$ cat src/design/mpqt_pkg.sv
`timescale 1ns / 1ps
// ----------------------------------------------------------------------------
// mpqt_pkg
// Shared types, operation codes and datapath step codes for the max-priority
// queue core.
// ----------------------------------------------------------------------------
package mpqt_pkg;

   localparam int FIELD_W = 16;

   // operation codes carried in the kind field
   localparam logic [1:0] KIND_PUSH = 2'd0;
   localparam logic [1:0] KIND_PEEK = 2'd1;
   localparam logic [1:0] KIND_POP  = 2'd2;

   // datapath step codes issued by the controller
   localparam logic [2:0] STEP_NONE = 3'd0;
   localparam logic [2:0] STEP_PUSH = 3'd1;
   localparam logic [2:0] STEP_UP   = 3'd2;
   localparam logic [2:0] STEP_POP  = 3'd3;
   localparam logic [2:0] STEP_LOAD = 3'd4;
   localparam logic [2:0] STEP_DOWN = 3'd5;
   localparam logic [2:0] STEP_RESP = 3'd6;

   typedef struct packed {
      logic [FIELD_W-1:0] score;
      logic [FIELD_W-1:0] id;
      logic [FIELD_W-1:0] tag;
   } mpqt_rec_type;

   typedef struct packed {
      logic [2:0] step;
      logic       dropped;
   } mpqt_cmd_type;

   typedef struct packed {
      logic count_zero;
      logic count_one;
      logic full;
      logic up_done;
      logic down_done;
      logic rsp_free;
   } mpqt_status_type;

   // higher score first, smaller id on a tie
   function automatic logic outranks(input mpqt_rec_type a, input mpqt_rec_type b);
      logic [2*FIELD_W-1:0] key_a;
      logic [2*FIELD_W-1:0] key_b;
      key_a = {a.score, ~a.id};
      key_b = {b.score, ~b.id};
      return key_a > key_b;
   endfunction

endpackage

$ cat src/design/mpqt_ctrl.sv
`timescale 1ns / 1ps
// ----------------------------------------------------------------------------
// mpqt_ctrl
// Sequencer: accepts one request word, steps the heap datapath through
// sift-up or sift-down one level a cycle, then loads the response.
// ----------------------------------------------------------------------------
module mpqt_ctrl
   import mpqt_pkg::*;
(
   input  logic            clock,
   input  logic            reset,
   input  logic            req_valid,
   input  logic [1:0]      req_kind,
   output logic            req_ready,
   input  mpqt_status_type status,
   output mpqt_cmd_type    cmd
);

   localparam logic [2:0] ST_IDLE = 3'd0;
   localparam logic [2:0] ST_UP   = 3'd1;
   localparam logic [2:0] ST_LOAD = 3'd2;
   localparam logic [2:0] ST_DOWN = 3'd3;
   localparam logic [2:0] ST_RESP = 3'd4;

   logic [2:0] state_ff, state_in;
   logic       dropped_ff, dropped_in;

   assign req_ready = (state_ff == ST_IDLE);

   always_comb begin
      state_in    = state_ff;
      dropped_in  = dropped_ff;
      cmd.step    = STEP_NONE;
      cmd.dropped = dropped_ff;
      case (state_ff)
         ST_IDLE: begin
            if (req_valid) begin
               dropped_in = 1'b0;
               state_in   = ST_RESP;
               if (req_kind == KIND_PUSH) begin
                  if (status.full) begin
                     dropped_in = 1'b1;
                  end else begin
                     cmd.step = STEP_PUSH;
                     state_in = ST_UP;
                  end
               end else if (req_kind == KIND_POP && !status.count_zero) begin
                  cmd.step = STEP_POP;
                  // last record leaving: nothing to sift
                  if (!status.count_one) begin
                     state_in = ST_LOAD;
                  end
               end
            end
         end
         ST_UP: begin
            cmd.step = STEP_UP;
            if (status.up_done) begin
               state_in = ST_RESP;
            end
         end
         ST_LOAD: begin
            cmd.step = STEP_LOAD;
            state_in = ST_DOWN;
         end
         ST_DOWN: begin
            cmd.step = STEP_DOWN;
            if (status.down_done) begin
               state_in = ST_RESP;
            end
         end
         ST_RESP: begin
            if (status.rsp_free) begin
               cmd.step = STEP_RESP;
               state_in = ST_IDLE;
            end
         end
         default: begin
            state_in = ST_IDLE;
         end
      endcase
   end

   always_ff @(posedge clock) begin
      if (reset) begin
         state_ff   <= ST_IDLE;
         dropped_ff <= 1'b0;
      end else begin
         state_ff   <= state_in;
         dropped_ff <= dropped_in;
      end
   end

endmodule

$ cat config.mk
export PLATFORM = sky130hd
export DESIGN_NAME = mpqt_ctrl
export DESIGN_NICKNAME = d
export VERILOG_FILES = /design/src/design/mpqt_pkg.sv /design/src/design/mpqt_ctrl.sv
export SDC_FILE = /design/constraint.sdc
export NUM_CORES = 1
export LEC_CHECK = 0
export BUFFER_PORTS_ARGS = -buffer_cell sky130_fd_sc_hd__buf_2
export CORE_AREA = 2 2 39 41
export DETAILED_ROUTE_END_ITERATION = 10
export DIE_AREA = 0 0 41 43
export GPL_TIMING_DRIVEN = 0
export PLACE_DENSITY = 0.55
export SETUP_SLACK_MARGIN = 0.2
export SYNTH_ARGS = -nofsm -noshare
export SYNTH_HDL_FRONTEND = slang
export SYNTH_SLANG_ARGS = --single-unit
$ cat constraint.sdc
create_clock -name clock -period 3.05 [get_ports clock]
set_input_delay 0.61 -clock clock [delete_from_list [all_inputs] [get_ports clock]]
set_output_delay 0.61 -clock clock [all_outputs]
set_load 0.02 [all_outputs]
==> metrics, run 1 <==
Hold WC Path Type=primary input to flip-flop; Mapped Nets=51; TritonCTS Sinks=4; fraction of final layout cells sized beyond drive strength 1=46.6%; Synth Warn #=0; Setup Buffers After CTS=0; final hold violation count=0; H-tree depth reported by CTS=1; slew of the pin with the lowest slew margin=0.376 ns; via/cell ratio=4.95; CTS root buf=clkbuf_4; Final GP Congestion=0.718; Worst Clk Skew=0.00325 ns; Nets=71; Fmax=473 MHz; CTS resizes=0; Routed WL=832 um; Leak=0.000203 uW; drt first pass iters=3; Final TNS setup=0 ns; maximum root-to-sink buffer count=2; Inserted Diodes=0; # DRC=0; Main synth FF type=dfxtp_1; RSZ-0062 raised after global routing=false; max_slew headroom=74.8%; post-synthesis cell count=40; WS Path Type=primary input to output port; EDFF count, synth=0; post-route ant nets=0; Synth Register Bits=4; Synth area leaders=dfxtp_1 23%, mux2i_1 8.5%, a21oi_1 5.7%, nor3_4 4.6%, a2111oi_2 4.3%; hold depth=2; cell taking the most area after synthesis=dfxtp_1; max_cap viols=0; Synth async-reset ratio=0%; number of global-route vias before repair=304; CTS Hold Bufs=0; critical path endpoint category=output port; Die X=41 um; status=completed; die area=1760 sq um; count of cell types in the netlist=27; Place WS=0.941 ns; IO buf count=15; Arr. time, crit path=1.50 ns; first-pass GRT wire length=1.33 mm; floorplan core area=1380 sq um; reg2reg path depth=3; CTS tree=done; num ports=16; Worst Path Max Fanout=4; CP Data Required Time=2.44 ns; Tcrit/Tclk final=69.3%; 1st-iter DRT viols=7; worst skew pair latency=0.24 ns; Initial Utilization=25.5%; setup violators final=0; All-Layer GR Usage=11.4%; Setup crit start kind=primary input; P&R area growth vs syn=33.3%; clock-pin slew on the worst setup and hold paths=0.04 ns; syn_area_per_cell=8.82 sq um; share of the synthesized area in the top cell type=22.7%; total CTS buffers=3; largest net degree at the start of global routing=11; Post-synth top cells=4 x a21oi_1, 4 x dfxtp_1, 3 x mux2i_1, 3 x nor2_1; Pins Over Slew Limit=0; Synth Cell Area=353 sq um; Setup WS post-layout=0.937 ns; fin crit period=2.11 ns; Peak VDD IR=159 uV; drt wl/cell=11.2 um; pwr dens=389 nW/um^2; site row count=14; GRT Residual Overflow=0; Post-DP HPWL=632 um; sequential-to-total area share from yosys stat=22.7%; initial antenna violation count=0; Vert. Die Dim=43 um; Via Count=366
[stage by stage]
step           power, uW  instance area [sq um]  hold slack (ns)  utilization [%]  cells
2_1_floorplan       95.6                    353            0.545                -     40
3_3_place_gp         114                    448            0.567             32.4     71
3_5_place_dp         114                    448            0.567             32.4     71
4_1_cts              187                    470            0.560             34.0     74
5_1_grt              198                    470            0.570             34.0     74
6_report             183                    470            0.569             34.0     74
[worst paths after layout]
check | startpoint | to | slack (ns)
min | reset | dropped_ff$_SDFFE_PP0P_ | 0.57
max | req_kind[1] | cmd[1] | 0.94
max reg2reg | state_ff[0]$_SDFFE_PP0P_ | state_ff[2]$_SDFFE_PP0P_ | 1.75
min reg2reg | dropped_ff$_SDFFE_PP0P_ | dropped_ff$_SDFFE_PP0P_ | 0.57
[flip-flops by register name, summed over array words and instances (netlist names)]
signal,cells
state_ff,3
dropped_ff,1
[power breakdown]
group | total [uW] | internal (uW) | leakage (uW) | switching (uW)
Clock | 69.4 | 44.2 | 0.0000138 | 25.2
Sequential | 56.8 | 55.1 | 0.0000326 | 1.65
Combinational | 57.0 | 24.7 | 0.000157 | 32.3
Total | 183 | 124 | 0.000203 | 59.1
[cell usage in the layout (no fill, tap or decap), drive strengths merged]
cell type   n
a2111oi     1
a21bo       1
a21oi       5
a311oi      1
a31o        1
and2        1
and2b       1
buf        18
clkbuf      3
dfxtp       4
inv         1
mux2i       3
nand2       1
nand2b      1
nand3b      2
nand4       1
nor2        3
nor3        3
nor3b       1
nor4        1
o211ai      1
o21a        2
o221a       1
or4b        1
[layer usage]
layer  global-route usage, %  routed length [um]
met1                    16.3                 405
met3                    6.28                  88
met2                    13.1                 325
met4                    6.00                  13
met5                       0                   0
[area by class of cell]
cell class | count | area (sq um)
Inverter | 1 | 3.75
Buffer | 3 | 23.8
Clock buffer | 3 | 22.5
Timing Repair Buffer | 15 | 75.1
Multi-Input combinational cell | 32 | 245
Tap cell | 16 | 20.0
Sequential cell | 4 | 80.1
Fill cell | 146 | 913
[kinds of logic (layout without fill, tap and decap cells)]
kind of cell	count (synthesis)	count (layout)	share of synthesized area, %
mux	3	3	8.51
compound gates	13	13	29.8
simple gates	16	16	31.2
flops	4	4	22.7
buf+inv	4	22	7.80
[worst max-delay path, cell delays in order]
cell	delay, ns
buf_2	0.11
nor3_1	0.35
o211ai_1	0.13
a21oi_1	0.13
buf_2	0.17
No activity file was read; power rests on OpenSTA's default activity.
==> inputs of run 2 (changes only) <==
Settings changed: PLACE_DENSITY 0.55 to 0.57.
Clock period 3.05 ns to 1.9 ns, I/O delays scaled along.
==> metrics, run 2 (synthesis gave the netlist of run 1 again) <==
All-Layer GR Usage=11.3% (-0.089 points); max_slew headroom=79.2% (+4.5 points); Tot Pwr=301 uW (+64%); Worst Clk Skew=0.000263 ns (-0.00298 ns); num ports=16 (unchanged); Inserted Diodes=0 (unchanged); Pins Over Slew Limit=0 (unchanged); H-tree depth reported by CTS=1 (unchanged); IO buf count=15 (unchanged); setup violators final=0 (unchanged); register area=81.3 sq um (+1.6%); P&R area growth vs syn=42.6%; CTS tree=done; initial antenna violation count=0 (unchanged); Die X=41 um (unchanged); first-pass GRT wire length=1.36 mm (+2.1%); RSZ-0062 raised after global routing=false; register-to-register setup slack=0.54 ns (-1.21 ns); r2r endpoint=state_ff[2]$_SDFFE_PP0P_; 1st-iter DRT viols=1 (-6); drt wl/cell=11.4 um (+1.5%); fin crit period=1.63 ns; die area=1760 sq um (unchanged); TritonCTS Sinks=4 (unchanged); critical path endpoint category=output port; clock-pin slew on the worst setup and hold paths=0.04 ns (about the same); Post-DP HPWL=627 um (-0.73%); via/cell ratio=5.07 (+2.4%); slew of the pin with the lowest slew margin=0.309 ns (-0.0668 ns); drt first pass iters=4 (+1); maximum root-to-sink buffer count=2 (unchanged); floorplan core area=1380 sq um (unchanged); worst skew pair latency=0.23 ns (about the same); commonest non-fill, non-tap cell in the layout=buf_2; status=completed; CP Launch Point=state_ff[1]$_SDFFE_PP0P_; Initial Utilization=25.5% (unchanged); pwr dens=599 nW/um^2 (+54%); Bufs and invs on worst path=2 (unchanged); Crit. path cell count=5 (unchanged); CP Cell Sequence=buf_6 > nor2_1 > o211ai_1 > a21oi_1 > buf_2; fraction of final layout cells sized beyond drive strength 1=53.3% (+6.8 points); CTS root buf=clkbuf_4; Place WS=0.267 ns (-0.674 ns); CP Data Required Time=1.52 ns (-0.92 ns); Final TNS setup=0 ns (unchanged); CP max stage cell=dfxtp_1; total CTS buffers=3 (unchanged); Fmax=612 MHz; Vert. Die Dim=43 um (unchanged); placed cells=71 (unchanged); WS Path Type=flip-flop to output port; number of global-route vias before repair=324 (+6.6%); post-route ant nets=0 (unchanged); largest net degree at the start of global routing=11 (unchanged); Setup WS post-layout=0.265 ns (-0.671 ns); Final GP Congestion=0.706 (-1.8%); max_cap viols=0 (unchanged); Hold WC Path Type=primary input to flip-flop; Nets=73 (+2.8%); Leak=0.000217 uW (+6.7%); biggest regs=state_ff (3), dropped_ff (1); area of the multi-input gates=255 sq um (+4.1%); reg2reg path depth=6 (+3); slowest stage delay, CP=0.30 ns (-0.05 ns); Routed WL=867 um (+4.2%); Setup crit start kind=flip-flop; CP Capture Point=cmd[1]; site row count=14 (unchanged); Core Util, Final=36.3% (+2.4 points); Top delay family on crit path=buffers and inverters; fillers=152 (+4.1%); Via Count=385 (+5.2%); RR Startpoint=state_ff[2]$_SDFFE_PP0P_; Worst Path Max Fanout=10 (+6); Arr. time, crit path=1.25 ns (-0.25 ns); GRT Residual Overflow=0 (unchanged); commonest cells after routing, fill and taps aside=15 x buf_2, 4 x a21oi_1; largest register by flop count=state_ff; # DRC=0 (unchanged); Layout Cells excl Fill=76 (+2.7%); final hold violation count=0 (unchanged); Tcrit/Tclk final=86.0%; Largest register FFs=3 (unchanged); Peak VDD IR=270 uV (+70%)
-- run 2: per-layer routing --
| metal | up-vias | track usage (%) | routed length [um] |
|---|---|---|---|
| met1 | 180 | 15.7 | 421 |
| met5 | - | 0 | 0 |
| met4 | 0 | 4.00 | 0 |
| met3 | 0 | 6.28 | 48 |
| li1 | 194 | - | - |
| met2 | 11 | 14.4 | 397 |
-- run 2: power by group --
group / internal [uW] / leakage, uW / total [uW] / switching [uW]
clock network: 70.5 / 0.0000138 / 103 / 32.3
registers: 88.7 / 0.0000331 / 92.2 / 3.44
logic: 51.9 / 0.000170 / 106 / 54.4
-- run 2: timing repair --
item | CTS | global route
hold buffers | 0 | 0
endpoints found under the setup margin | 1 | 2
gates resized for setup | 2 | 3
pin swaps | 0 | 1
buffers inserted | 0 | 2
-- run 2: metrics by stage --
stage / area, sq um / hold slack [ns]
after floorplan: 353 / 0.449
after detailed placement: 448 / 0.569
after global routing: 503 / 0.354
final: 503 / 0.355
after global placement: 448 / 0.569
after CTS: 474 / 0.345
-- run 2: worst reg2reg max path, delay by kind of cell, from the launching register on --
kind / cells / cell delay [ns]
buffers and inverters: 3 / 0.38
and+or+nand+nor: 2 / 0.28
AOI/OAI and AO/OA: 1 / 0.29
DFF: 1 / 0.31
-- run 2: final cells by class --
class | instances | area share (%)
Timing Repair Buffer | 17 | 17.9
Clock buffer | 3 | 4.48
Multi-Input combinational cell | 32 | 50.7
Sequential cell | 4 | 16.2
Buffer | 3 | 5.97
Tap cell | 16 | 3.98
Inverter | 1 | 0.746
-- run 2: worst min path at each step --
stage                     slack [ns]                     from                  endpoint  cells after the start
after floorplan                 0.45                    reset  state_ff[2]$_SDFFE_PP0P_                      1
after global placement          0.57  dropped_ff$_SDFFE_PP0P_   dropped_ff$_SDFFE_PP0P_                      2
after detailed placement        0.57  dropped_ff$_SDFFE_PP0P_   dropped_ff$_SDFFE_PP0P_                      2
after CTS                       0.35                    reset  state_ff[2]$_SDFFE_PP0P_                      2
after global routing            0.35                    reset  state_ff[2]$_SDFFE_PP0P_                      2
final                           0.35                    reset  state_ff[2]$_SDFFE_PP0P_                      2
==> inputs of run 3 (changes only) <==
Clock period 1.9 ns to 1.4 ns, I/O delays scaled along.
==> metrics, run 3 (synthesis gave the netlist of run 1 again) <==
Arr. time, crit path=1.19 ns (-0.06 ns); final hold violation count=0 (unchanged); max_cap viols=0 (unchanged); # DRC=0 (unchanged); slowest stage delay, CP=0.39 ns (+0.09 ns); Initial Utilization=25.5% (unchanged); Setup WS post-layout=-0.0668 ns (-0.332 ns); largest register by flop count=state_ff; RR Startpoint=state_ff[1]$_SDFFE_PP0P_; Inserted Diodes=0 (unchanged); Tcrit/Tclk final=105%; Vert. Die Dim=43 um (unchanged); 1st-iter DRT viols=5 (+4); Routed WL=947 um (+9.2%); Core Util, Final=49.5% (+13 points); clock-pin slew on the worst setup and hold paths=0.04 ns (about the same); All-Layer GR Usage=14.1% (+2.7 points); post-route ant nets=0 (unchanged); floorplan core area=1380 sq um (unchanged); critical path endpoint category=output port; IO buf count=15 (unchanged); register-to-register setup slack=-0.01 ns (-0.55 ns); drt wl/cell=11.0 um (-3.5%); commonest cells after routing, fill and taps aside=11 x buf_2, 10 x buf_6, 9 x buf_4; first-pass GRT wire length=1.67 mm (+23%); Setup crit start kind=flip-flop; Leak=0.000296 uW (+37%); Layout Cells excl Fill=86 (+13%); maximum root-to-sink buffer count=2 (unchanged); Hold WC Path Type=primary input to flip-flop; Via Count=425 (+10%); largest net degree at the start of global routing=8 (-3); worst skew pair latency=0.23 ns (about the same); worst-case hold slack=0.267 ns (-0.0876 ns); CP max stage cell=dfxtp_4; site row count=14 (unchanged); Nets=83 (+14%); CP Data Required Time=1.12 ns (-0.40 ns); P&R area growth vs syn=94.3%; Tot Pwr=467 uW (+55%); Largest register FFs=3 (unchanged); CTS Hold Bufs=0 (unchanged); CP Cell Sequence=nand3b_1 > a21oi_2 > a31o_4 > buf_6; status=complete, but fails checks; RSZ-0062 raised after global routing=true; WS Path Type=flip-flop to output port; fin crit period=1.47 ns; launch point of the worst hold path=reset; Fmax=682 MHz; Peak VDD IR=466 uV (+73%); pwr dens=681 nW/um^2 (+14%); Final GP Congestion=0.777 (+10%); CTS tree=done; Pins Over Slew Limit=0 (unchanged); Die X=41 um (unchanged); fraction of final layout cells sized beyond drive strength 1=72.9% (+20 points); via/cell ratio=4.94 (-2.4%); max_slew headroom=69.1% (-10 points); number of global-route vias before repair=405 (+25%); failing checks=setup timing; commonest non-fill, non-tap cell in the layout=buf_2; hold depth=2 (unchanged); drt first pass iters=3 (-1); initial antenna violation count=0 (unchanged); r2r endpoint=state_ff[2]$_SDFFE_PP0P_; H-tree depth reported by CTS=1 (unchanged); Worst Path Max Fanout=7 (-3); Hold EP=state_ff[2]$_SDFFE_PP0P_; GRT Residual Overflow=0 (unchanged); Worst Clk Skew=0.00386 ns (+0.00359 ns); total CTS buffers=3 (unchanged); slew of the pin with the lowest slew margin=0.459 ns (+0.150 ns); reg2reg path depth=6 (unchanged); die area=1760 sq um (unchanged); CP Launch Point=state_ff[0]$_SDFFE_PP0P_; TritonCTS Sinks=4 (unchanged); setup violators final=3 (+3); biggest regs=state_ff (3), dropped_ff (1); CTS root buf=clkbuf_4; placed cells=71 (unchanged); num ports=16 (unchanged)
run 3: stage by stage:
stage	TNS [ns]	worst slack [ns]	area, sq um
after detailed placement	-0.0924	-0.0516	479
after global placement	-0.0724	-0.0504	479
after global routing	-0.431	-0.135	686
after floorplan	0	0.0999	384
after CTS	-0.0990	-0.0794	629
final	-0.119	-0.0668	686
run 3: layer usage:
metal / vias to the layer above / global-route usage [%] / share of wire, %
li1: 219 / - / -
met5: - / 0 / 0
met4: 0 / 4.00 / 0
met1: 195 / 17.7 / 43
met2: 11 / 20.6 / 52
met3: 0 / 6.81 / 5.3
run 3: critical path, delay by kind of cell, from the launching register on:
family                 cells  cell delay (ns)
and+or+nand+nor            1             0.17
DFF                        1             0.39
buffers and inverters      1             0.12
AOI/OAI and AO/OA          2             0.27
run 3: how the worst max path moves through the flow:
stage              to  slack (ns)  cells past startpoint
2_1_floorplan  cmd[2]         0.1                      3
3_3_place_gp   cmd[1]       -0.05                      5
3_5_place_dp   cmd[1]       -0.05                      5
4_1_cts        cmd[2]       -0.08                      4
5_1_grt        cmd[2]       -0.14                      5
6_report       cmd[2]       -0.07                      4
run 3: timing repair:
action / 4_1_cts / 5_1_grt
pin swaps: 6 / 7
buffers inserted: 9 / 3
setup endpoints to repair: 6 / 8
gates resized for setup: 18 / 6
hold endpoints to repair: 0 / 0
run 3: area by class of cell:
type,instances,area [sq um]
multi-input cells,32,318
plain buffers,3,30.0
fillers,138,698
inverters,1,3.75
clock buffers,3,22.5
well taps,16,20.0
repair buffers,27,205
flip-flops and latches,4,86.3
run 3: where the power goes:
group / switching [uW] / total (uW) / internal, uW
combinational: 90.8 / 205 / 114
clock: 42.3 / 138 / 95.5
sequential: 4.56 / 124 / 120
total: 138 / 467 / 329
